$ cat src/design/tcaof_pkg.sv
// ----------------------------------------------------------------------------
// tcaof_pkg
// Shared constants, codes and types of the two-class age-ordered fifo.
// ----------------------------------------------------------------------------
package tcaof_pkg;

    // default number of entries per class
    localparam int QUEUE_DEPTH_DEF = 16;

    localparam int ID_W     = 32;
    localparam int SERIAL_W = 32;

    // mode codes
    localparam logic MODE_ARRIVE = 1'b0;
    localparam logic MODE_TAKE   = 1'b1;

    // take preference codes
    localparam logic [1:0] PREF_OLDEST = 2'd0;
    localparam logic [1:0] PREF_POS    = 2'd1;
    localparam logic [1:0] PREF_NEG    = 2'd2;

    // one stored entry: arrival serial and identifier
    typedef struct packed {
        logic [SERIAL_W-1:0]    serial;
        logic signed [ID_W-1:0] id;
    } tcaof_entry_t;

    // commands from the sequencer to one class queue
    typedef struct packed {
        logic push;
        logic pop;
    } tcaof_qcmd_t;

    // status from one class queue to the sequencer
    typedef struct packed {
        logic not_empty;
        logic not_full;
    } tcaof_qstat_t;

endpackage

$ cat src/design/tcaof_if.sv
// ----------------------------------------------------------------------------
// tcaof interfaces
// Valid/ready channels for request items and result items.
// ----------------------------------------------------------------------------
interface tcaof_in_if;
    logic              valid;
    logic              ready;
    logic              mode;
    logic signed [31:0] entry_id;
    logic [1:0]        preference;

    modport source (output valid, output mode, output entry_id, output preference,
                    input ready);
    modport sink   (input valid, input mode, input entry_id, input preference,
                    output ready);
endinterface

interface tcaof_out_if;
    logic               valid;
    logic               ready;
    logic signed [31:0] taken_id;

    modport source (output valid, output taken_id, input ready);
    modport sink   (input valid, input taken_id, output ready);
endinterface

$ cat src/design/tcaof_ram.sv
// ----------------------------------------------------------------------------
// tcaof_ram
// Generic single-write, single-read RAM with registered read data.
// ----------------------------------------------------------------------------
module tcaof_ram #(
    parameter int WIDTH = 64,
    parameter int DEPTH = 16
) (
    input  logic                     clk,
    input  logic                     we,
    input  logic [$clog2(DEPTH)-1:0] waddr,
    input  logic [WIDTH-1:0]         wdata,
    input  logic [$clog2(DEPTH)-1:0] raddr,
    output logic [WIDTH-1:0]         rdata
);

    logic [WIDTH-1:0] mem [DEPTH];

    // write port
    always_ff @(posedge clk)
    begin
        if (we)
        begin
            mem[waddr] <= wdata;
        end
    end

    // registered read port
    always_ff @(posedge clk)
    begin
        rdata <= mem[raddr];
    end

endmodule

$ cat src/design/tcaof_queue.sv
// ----------------------------------------------------------------------------
// tcaof_queue
// One class queue: entry RAM plus head pointer and fill count.
// ----------------------------------------------------------------------------
module tcaof_queue
    import tcaof_pkg::*;
#(
    parameter int QUEUE_DEPTH = QUEUE_DEPTH_DEF
) (
    input  logic         clk,
    input  logic         rst_n,
    input  tcaof_qcmd_t  cmd,
    input  tcaof_entry_t push_entry,
    output tcaof_qstat_t stat,
    output tcaof_entry_t head_entry
);

    localparam int AW = $clog2(QUEUE_DEPTH);
    localparam int CW = $clog2(QUEUE_DEPTH + 1);
    localparam logic [AW:0]   DEPTH_S = (AW+1)'(QUEUE_DEPTH);
    localparam logic [AW-1:0] LAST_S  = AW'(QUEUE_DEPTH - 1);
    localparam logic [CW-1:0] FULL_S  = CW'(QUEUE_DEPTH);

    logic [AW-1:0] head_reg, head_next;
    logic [CW-1:0] count_reg, count_next;
    logic [AW:0]   tail_sum;
    logic [AW-1:0] tail_addr;

    // tail position, head plus count folded once
    always_comb
    begin
        tail_sum = {1'b0, head_reg} + (AW+1)'(count_reg);
        if (tail_sum >= DEPTH_S)
        begin
            tail_sum = tail_sum - DEPTH_S;
        end
        tail_addr = tail_sum[AW-1:0];
    end

    // pointer and count update
    always_comb
    begin
        head_next  = head_reg;
        count_next = count_reg;
        if (cmd.pop)
        begin
            head_next  = (head_reg == LAST_S) ? '0 : head_reg + 1'b1;
            count_next = count_next - 1'b1;
        end
        if (cmd.push)
        begin
            count_next = count_next + 1'b1;
        end
    end

    always_ff @(posedge clk or negedge rst_n)
    begin
        if (!rst_n)
        begin
            head_reg  <= '0;
            count_reg <= '0;
        end
        else
        begin
            head_reg  <= head_next;
            count_reg <= count_next;
        end
    end

    assign stat.not_empty = (count_reg != '0);
    assign stat.not_full  = (count_reg != FULL_S);

    // entry storage, read address follows the head
    tcaof_ram #(
        .WIDTH ($bits(tcaof_entry_t)),
        .DEPTH (QUEUE_DEPTH)
    ) u_ram (
        .clk   (clk),
        .we    (cmd.push),
        .waddr (tail_addr),
        .wdata (push_entry),
        .raddr (head_reg),
        .rdata (head_entry)
    );

endmodule

$ cat src/design/two_class_age_ordered_fifo.sv
// ----------------------------------------------------------------------------
// two_class_age_ordered_fifo
// Two per-class fifos of serial-tagged identifiers; takes pick a class or the
// oldest head by a wrap-aware serial compare.
// ----------------------------------------------------------------------------
//   channel   dir  fields                          item
//   in_ch     in   mode, entry_id, preference      arrival or take request
//   out_ch    out  taken_id                        identifier removed by a take
//
// an arrival is written into its class RAM as it is accepted, unless its id is
// zero or its class is full; a take is accepted, then decided in the take state
// from the registered RAM head read, which it pops if there is one
// a take waits in the take state while the result register is full and
// stalled; the result register otherwise frees the input side
// reset clears pointers, counts and the serial (to one); the RAMs are not cleared
// ----------------------------------------------------------------------------
module two_class_age_ordered_fifo
    import tcaof_pkg::*;
#(
    parameter int QUEUE_DEPTH = QUEUE_DEPTH_DEF
) (
    input  logic        clk,
    input  logic        rst_n,
    tcaof_in_if.sink    in_ch,
    tcaof_out_if.source out_ch
);

    localparam logic ST_IDLE = 1'b0;
    localparam logic ST_TAKE = 1'b1;

    logic                   state_reg, state_next;
    logic [1:0]             pref_reg;
    logic [SERIAL_W-1:0]    serial_reg, serial_next;
    logic                   out_valid_reg, out_valid_next;
    logic signed [ID_W-1:0] out_id_reg, out_id_next;

    tcaof_qcmd_t  pos_cmd, neg_cmd;
    tcaof_qstat_t pos_stat, neg_stat;
    tcaof_entry_t push_entry, pos_head, neg_head;

    logic                in_acc;
    logic                out_free;
    logic                have_result;
    logic                take_negative;
    logic [SERIAL_W-1:0] serial_diff;

    assign in_ch.ready  = (state_reg == ST_IDLE);
    assign in_acc       = in_ch.valid && in_ch.ready;
    assign out_free     = !out_valid_reg || out_ch.ready;
    assign out_ch.valid = out_valid_reg;
    assign out_ch.taken_id = out_id_reg;

    assign push_entry.serial = serial_reg;
    assign push_entry.id     = in_ch.entry_id;

    // wrap-aware age compare of the two heads
    assign serial_diff = neg_head.serial - pos_head.serial;

    // class choice for a pending take
    always_comb
    begin
        have_result   = 1'b0;
        take_negative = 1'b0;
        case (pref_reg)
            PREF_POS:
            begin
                have_result = pos_stat.not_empty;
            end
            PREF_NEG:
            begin
                have_result   = neg_stat.not_empty;
                take_negative = 1'b1;
            end
            PREF_OLDEST:
            begin
                have_result = pos_stat.not_empty || neg_stat.not_empty;
                if (pos_stat.not_empty && neg_stat.not_empty)
                begin
                    take_negative = serial_diff[SERIAL_W-1];
                end
                else
                begin
                    take_negative = neg_stat.not_empty;
                end
            end
            default:
            begin
                have_result = 1'b0;
            end
        endcase
    end

    // sequencer
    always_comb
    begin
        state_next     = state_reg;
        serial_next    = serial_reg;
        out_valid_next = out_valid_reg && !out_ch.ready;
        out_id_next    = out_id_reg;
        pos_cmd        = '0;
        neg_cmd        = '0;
        unique case (state_reg)
            ST_IDLE:
            begin
                if (in_acc)
                begin
                    if (in_ch.mode == MODE_TAKE)
                    begin
                        state_next = ST_TAKE;
                    end
                    else if (in_ch.entry_id != '0)
                    begin
                        if (in_ch.entry_id[ID_W-1])
                        begin
                            neg_cmd.push = neg_stat.not_full;
                        end
                        else
                        begin
                            pos_cmd.push = pos_stat.not_full;
                        end
                        if (neg_cmd.push || pos_cmd.push)
                        begin
                            serial_next = serial_reg + 1'b1;
                        end
                    end
                end
            end
            ST_TAKE:
            begin
                if (!have_result)
                begin
                    state_next = ST_IDLE;
                end
                else if (out_free)
                begin
                    state_next     = ST_IDLE;
                    out_valid_next = 1'b1;
                    out_id_next    = take_negative ? neg_head.id : pos_head.id;
                    neg_cmd.pop    = take_negative;
                    pos_cmd.pop    = !take_negative;
                end
            end
            default:
            begin
                state_next = ST_IDLE;
            end
        endcase
    end

    always_ff @(posedge clk or negedge rst_n)
    begin
        if (!rst_n)
        begin
            state_reg     <= ST_IDLE;
            serial_reg    <= SERIAL_W'(1);
            out_valid_reg <= 1'b0;
        end
        else
        begin
            state_reg     <= state_next;
            serial_reg    <= serial_next;
            out_valid_reg <= out_valid_next;
        end
    end

    // payload registers
    always_ff @(posedge clk)
    begin
        out_id_reg <= out_id_next;
        if (in_acc)
        begin
            pref_reg <= in_ch.preference;
        end
    end

    // class queues
    tcaof_queue #(
        .QUEUE_DEPTH (QUEUE_DEPTH)
    ) u_pos_queue (
        .clk        (clk),
        .rst_n      (rst_n),
        .cmd        (pos_cmd),
        .push_entry (push_entry),
        .stat       (pos_stat),
        .head_entry (pos_head)
    );

    tcaof_queue #(
        .QUEUE_DEPTH (QUEUE_DEPTH)
    ) u_neg_queue (
        .clk        (clk),
        .rst_n      (rst_n),
        .cmd        (neg_cmd),
        .push_entry (push_entry),
        .stat       (neg_stat),
        .head_entry (neg_head)
    );

    // checks
    a_pos_pop_nonempty: assert property (@(posedge clk) disable iff (!rst_n)
        pos_cmd.pop |-> pos_stat.not_empty)
        else $error("pop from empty positive queue");

    a_neg_push_room: assert property (@(posedge clk) disable iff (!rst_n)
        neg_cmd.push |-> neg_stat.not_full)
        else $error("push into full negative queue");

    a_result_from_take: assert property (@(posedge clk) disable iff (!rst_n)
        $rose(out_valid_reg) |-> $past(state_reg == ST_TAKE))
        else $error("result raised outside a take");

    a_one_queue_moves: assert property (@(posedge clk) disable iff (!rst_n)
        !((pos_cmd.push || pos_cmd.pop) && (neg_cmd.push || neg_cmd.pop)))
        else $error("both queues changed by one item");

endmodule

$ cat src/flat_wrapper.sv
// flat-port wrapper written by rule: the top's interface ports become plain ports
module two_class_age_ordered_fifo_flat import tcaof_pkg::*;
#(
    parameter int QUEUE_DEPTH = QUEUE_DEPTH_DEF
)
  (clk, rst_n, in_ch_valid, in_ch_mode, in_ch_entry_id, in_ch_preference, in_ch_ready, out_ch_valid, out_ch_taken_id, out_ch_ready);
  tcaof_in_if in_ch_i ();
  tcaof_out_if out_ch_i ();
  input  logic clk;
  input  logic rst_n;
  input wire logic [$bits(in_ch_i.valid)-1:0] in_ch_valid;
  input wire logic [$bits(in_ch_i.mode)-1:0] in_ch_mode;
  input wire logic [$bits(in_ch_i.entry_id)-1:0] in_ch_entry_id;
  input wire logic [$bits(in_ch_i.preference)-1:0] in_ch_preference;
  output wire logic [$bits(in_ch_i.ready)-1:0] in_ch_ready;
  output wire logic [$bits(out_ch_i.valid)-1:0] out_ch_valid;
  output wire logic [$bits(out_ch_i.taken_id)-1:0] out_ch_taken_id;
  input wire logic [$bits(out_ch_i.ready)-1:0] out_ch_ready;
  assign in_ch_i.valid = in_ch_valid;
  assign in_ch_i.mode = in_ch_mode;
  assign in_ch_i.entry_id = in_ch_entry_id;
  assign in_ch_i.preference = in_ch_preference;
  assign in_ch_ready = in_ch_i.ready;
  assign out_ch_valid = out_ch_i.valid;
  assign out_ch_taken_id = out_ch_i.taken_id;
  assign out_ch_i.ready = out_ch_ready;
  two_class_age_ordered_fifo #(.QUEUE_DEPTH(QUEUE_DEPTH)) u_core (.clk(clk), .rst_n(rst_n), .in_ch(in_ch_i), .out_ch(out_ch_i));
endmodule
$ cat config.mk
export PLATFORM = sky130hd
export DESIGN_NAME = two_class_age_ordered_fifo_flat
export DESIGN_NICKNAME = d
export VERILOG_FILES = /design/src/design/tcaof_pkg.sv /design/src/design/tcaof_if.sv /design/src/design/tcaof_ram.sv /design/src/design/tcaof_queue.sv /design/src/design/two_class_age_ordered_fifo.sv /design/src/flat_wrapper.sv
export SDC_FILE = /design/constraint.sdc
export NUM_CORES = 2
export LEC_CHECK = 0
export CORE_AREA = 4 4 438 440
export CTS_CLUSTER_SIZE = 16
export DETAILED_ROUTE_END_ITERATION = 10
export DIE_AREA = 0 0 442 444
export DONT_BUFFER_PORTS = 1
export SYNTH_ARGS = -nofsm -noshare
export SYNTH_HDL_FRONTEND = slang
export SYNTH_SLANG_ARGS = --single-unit
$ cat constraint.sdc
create_clock -name clk -period 9.72 [get_ports clk]
set_input_delay 0 -clock clk [delete_from_list [all_inputs] [get_ports clk]]
set_output_delay 0 -clock clk [all_outputs]
set_load 0.01 [all_outputs]
==> summary.md <==
| Metric | Value |
|---|---|
| Clock skew | `~48 ps` |
| Worst Reg-to-Reg Cells | `5` |
| Routed wire length | `around 200000 um` |
| Largest family of logic cells by synthesized area | `multiplexers` |
| Synth Flop Type | `edfxtp_1` |
| Reg-to-reg startpoint | `u_core.u_neg_queue.head_reg[1]` |
| DR vias/cell | `a little under 6` |
| Worst R2R End | `u_core.u_neg_queue.u_ram.rdata[46]` |
| Detail Route Antenna Nets | `0` |
| Most used routing layer | `met2` |
| DRT iter0 DRCs | `roughly 4600` |
| CP Capture Type | `flop` |
| Hold Startpoint | `in_ch_entry_id[25]` |
| Fmax | `approximately 210 MHz` |
| Grt met3 use | `0.0323` |
| # rows | `159` |
| NetSw | `7.45 mW` |
| Reg power frac | `0.455` |
| DP Wirelength | `~100000 um` |
| Max Fanout on Critical Path | `63` |
| Startpoint Class | `flop` |
| Initial Util | `0.449` |
| Nets | `approximately 3800` |
| Synth cell count leaders | `2082 x edfxtp_1, 640 x mux4_2, 128 x dfxtp_1` |
| Worst hold slack | `between 60 and 70 ps` |
| Syn Std Cell Area | `approximately 0.084 mm^2` |
| Largest net degree at the start of global routing | `between 100 and 150` |
| DIE WIDTH | `approximately 440 um` |
| DP Cell Count | `about 5900` |
| Req. time, crit path | `10430 ps` |
| Layout area overhead | `13.9%` |
| Synth Register Bits | `~2300` |
| Adder-Cell Fraction of Synth Area | `0.00656` |
| Max_cap viols | `0` |
| Drt first pass iters | `5` |
| Share of the synthesized area in the top cell type | `0.742` |
| CTS buffer count | `218` |
| RePlAce Congestion | `between 0.7 and 0.8` |
| Total setup buffers inserted after CTS | `0` |
| Global Route met1 Usage | `0.308` |
| Int Pwr | `between 15 and 20 mW` |
| CTS HTree Levels | `4` |
| Layout cell share with drive strength beyond 1 | `0.297` |
| Crit share post-route | `0.479` |
| Top post-synthesis cells by area | `edfxtp_1 74%, mux4_2 17%, dfxtp_1 3.0%, dfrtp_1 1.5%, ha_1 0.61%` |
| Crit Path Category | `reg2reg` |
| Lkg Pwr | `30.4 nW` |
| Post-Synthesis Cells | `around 3500` |
| Peak supply drop | `roughly 0.25 mV` |
| Global Route met2 Usage | `0.320` |
| Drt drc | `0` |
| Hold-critical path depth | `2` |
| Hold crit path type | `in2reg` |
| Full die area | `about 0.20 mm^2` |
| Ports | `73` |
| CTS tree | `yes` |
| Synth area leader | `edfxtp_1` |
| Sw Ratio | `0.278` |
| Slew headroom | `0.140` |
| Post-synthesis sequential area ratio | `0.788` |
| Syn_nets | `around 3600` |
| CTS clock-pin slew for the worst setup and hold paths | `60 ps` |
| Asr flop ratio synth | `0.0230` |
| RSZ-0062 raised after global routing | `false` |
| Xor-xnor portion of the synthesized cell area | `0.00582` |
| Via count | `around 38000` |
| Cell with the most instances after synthesis | `edfxtp_1` |
| Gr ovfl total | `0` |
| # fillers | `about 14000` |
| Yosys warns | `0` |
| Vias in the first global route | `a little under 40000` |
| Largest regs | `u_core.u_neg_queue.u_ram.mem (1024), u_core.u_pos_queue.u_ram.mem (1024)` |
| Gate power share | `0.231` |
| Final setup vio count | `0` |
| Core Footprint | `~0.19 mm^2` |
| Total global-route track usage | `0.205` |
| Post-synthesis mux area share | `0.176` |
| Antenna violations before repair | `35` |
| Clock power share | `0.313` |
| Unique masters post-synth | `just under 60` |
| Clk_lat worst skew | `~840 ps` |
| First-pass GRT wire length | `between 200000 and 300000 um` |
| Least-Margin Pin Slew | `1290 ps` |
| Outcome | `finished clean` |
| Power per cell area | `279 mW/mm^2` |
| Max Slew Vio Count | `0` |
| Compound-Gate Fraction of Synth Area | `0.00381` |
| Reg2reg setup slack | `~5100 ps` |
| CTS max path bufs | `3` |
| Root buf cell | `clkbuf_16` |
| Port bufs | `0` |
| WP data arrival | `roughly 5400 ps` |
| Avg Synthesized Cell Area | `roughly 24 um^2` |
| Drt wl/cell | `approximately 31 um` |
| Final Critical Period | `about 4700 ps` |
| Setup TNS Final | `0 ps` |
| DIE HEIGHT | `roughly 440 um` |
| Simple-Gate Fraction of Synth Area | `0.0105` |
| Final std cells w/o fill | `around 6400` |
| Clock Sinks | `~2300` |
| Final hold viol count | `0` |
| Number of synthesized flops with an enable pin | `2082` |
| Total power | `between 20 and 30 mW` |
| Hold endpoint | `u_core.u_pos_queue.u_ram.mem[13][25]` |
per-stage QoR:
step	worst slack, ps	util	cell area, um^2
floorplan	2380	-	84300
global placement	5090	0.467	87700
detailed placement	5080	0.467	87700
CTS	5060	0.512	96000
global route	4880	0.512	96000
finish	5060	0.512	96100
power by group through the flow:
stage          Sequential (mW)  Clock [mW]  Combinational, mW
2_1_floorplan             12.0           0               4.56
3_3_place_gp              12.4           0               6.18
3_5_place_dp              12.4           0               6.19
4_1_cts                   12.2        8.57               6.34
5_1_grt                   12.3        9.01               6.64
6_report                  12.2        8.42               6.21
how the worst max path moves through the flow:
stage                                   start                                    to  slack, ps  cells after the start
6_report       u_core.u_neg_queue.head_reg[1]    u_core.u_neg_queue.u_ram.rdata[46]       5060                      5
5_1_grt        u_core.u_pos_queue.head_reg[0]     u_core.u_pos_queue.u_ram.rdata[1]       4880                      5
4_1_cts        u_core.u_pos_queue.head_reg[1]  u_core.u_pos_queue.u_ram.mem[12][41]       5060                      7
3_5_place_dp   u_core.u_neg_queue.head_reg[1]    u_core.u_neg_queue.u_ram.rdata[46]       5080                      5
3_3_place_gp   u_core.u_neg_queue.head_reg[1]    u_core.u_neg_queue.u_ram.rdata[43]       5090                      5
2_1_floorplan  u_core.u_pos_queue.head_reg[1]    u_core.u_pos_queue.u_ram.mem[4][0]       2380                      8
critical path, cell delays in order, from the launching register on:
cell and delay (ps):
dfrtp_4 890, buf_4 750, buf_4 870, buf_4 810, mux4_2 430, mux4_2 470
placed cells by master, fill, tap and decap left out, types with 35 or more instances in the layout:
cell,count
xnor2_1,39
inv_1,46
nand2_1,38
clkbuf_16,223
clkbuf_1,75
dlygate4sd3_1,48
mux4_2,640
edfxtp_1,2082
mux2_2,35
dfrtp_1,41
buf_4,81
dfxtp_1,128
ha_1,41
layout make-up:
cell class	count	area [um^2]	share of cell area
clock inverter	87	903	0.00940
inverter	46	173	0.00180
sequential	2262	66400	0.691
antenna	23	57.6	0.000599
clock buffer	329	6290	0.0655
timing repair buffer	161	1740	0.0182
multi-input combinational	1005	17300	0.181
tap	2495	3120	0.0325
what timing repair did:
item,4_1_cts,5_1_grt
hold buffers,79,0
resized for setup,0,0
hold endpoints to repair,1143,0
kinds of logic (layout without fill, tap and decap cells):
| family | after synthesis | after routing |
|---|---|---|
| adder cells (fa/ha/maj) | 43 | 43 |
| XOR/XNOR | 56 | 56 |
| AND/OR/NAND/NOR | 176 | 176 |
| buffers and inverters | 203 | 623 |
| multiplexers | 678 | 678 |
| flip-flops | 2262 | 2262 |
| AO/OA/AOI/OAI | 52 | 52 |
| other | 0 | 23 |
routing by layer:
layer | share of wire | vias up
li1 | - | 15300
met1 | 0.43 | 20800
met2 | 0.48 | 1541
met3 | 0.076 | 261
met4 | 0.019 | 6
met5 | 0.00020 | -
No activity file was read; power rests on OpenSTA's default activity.
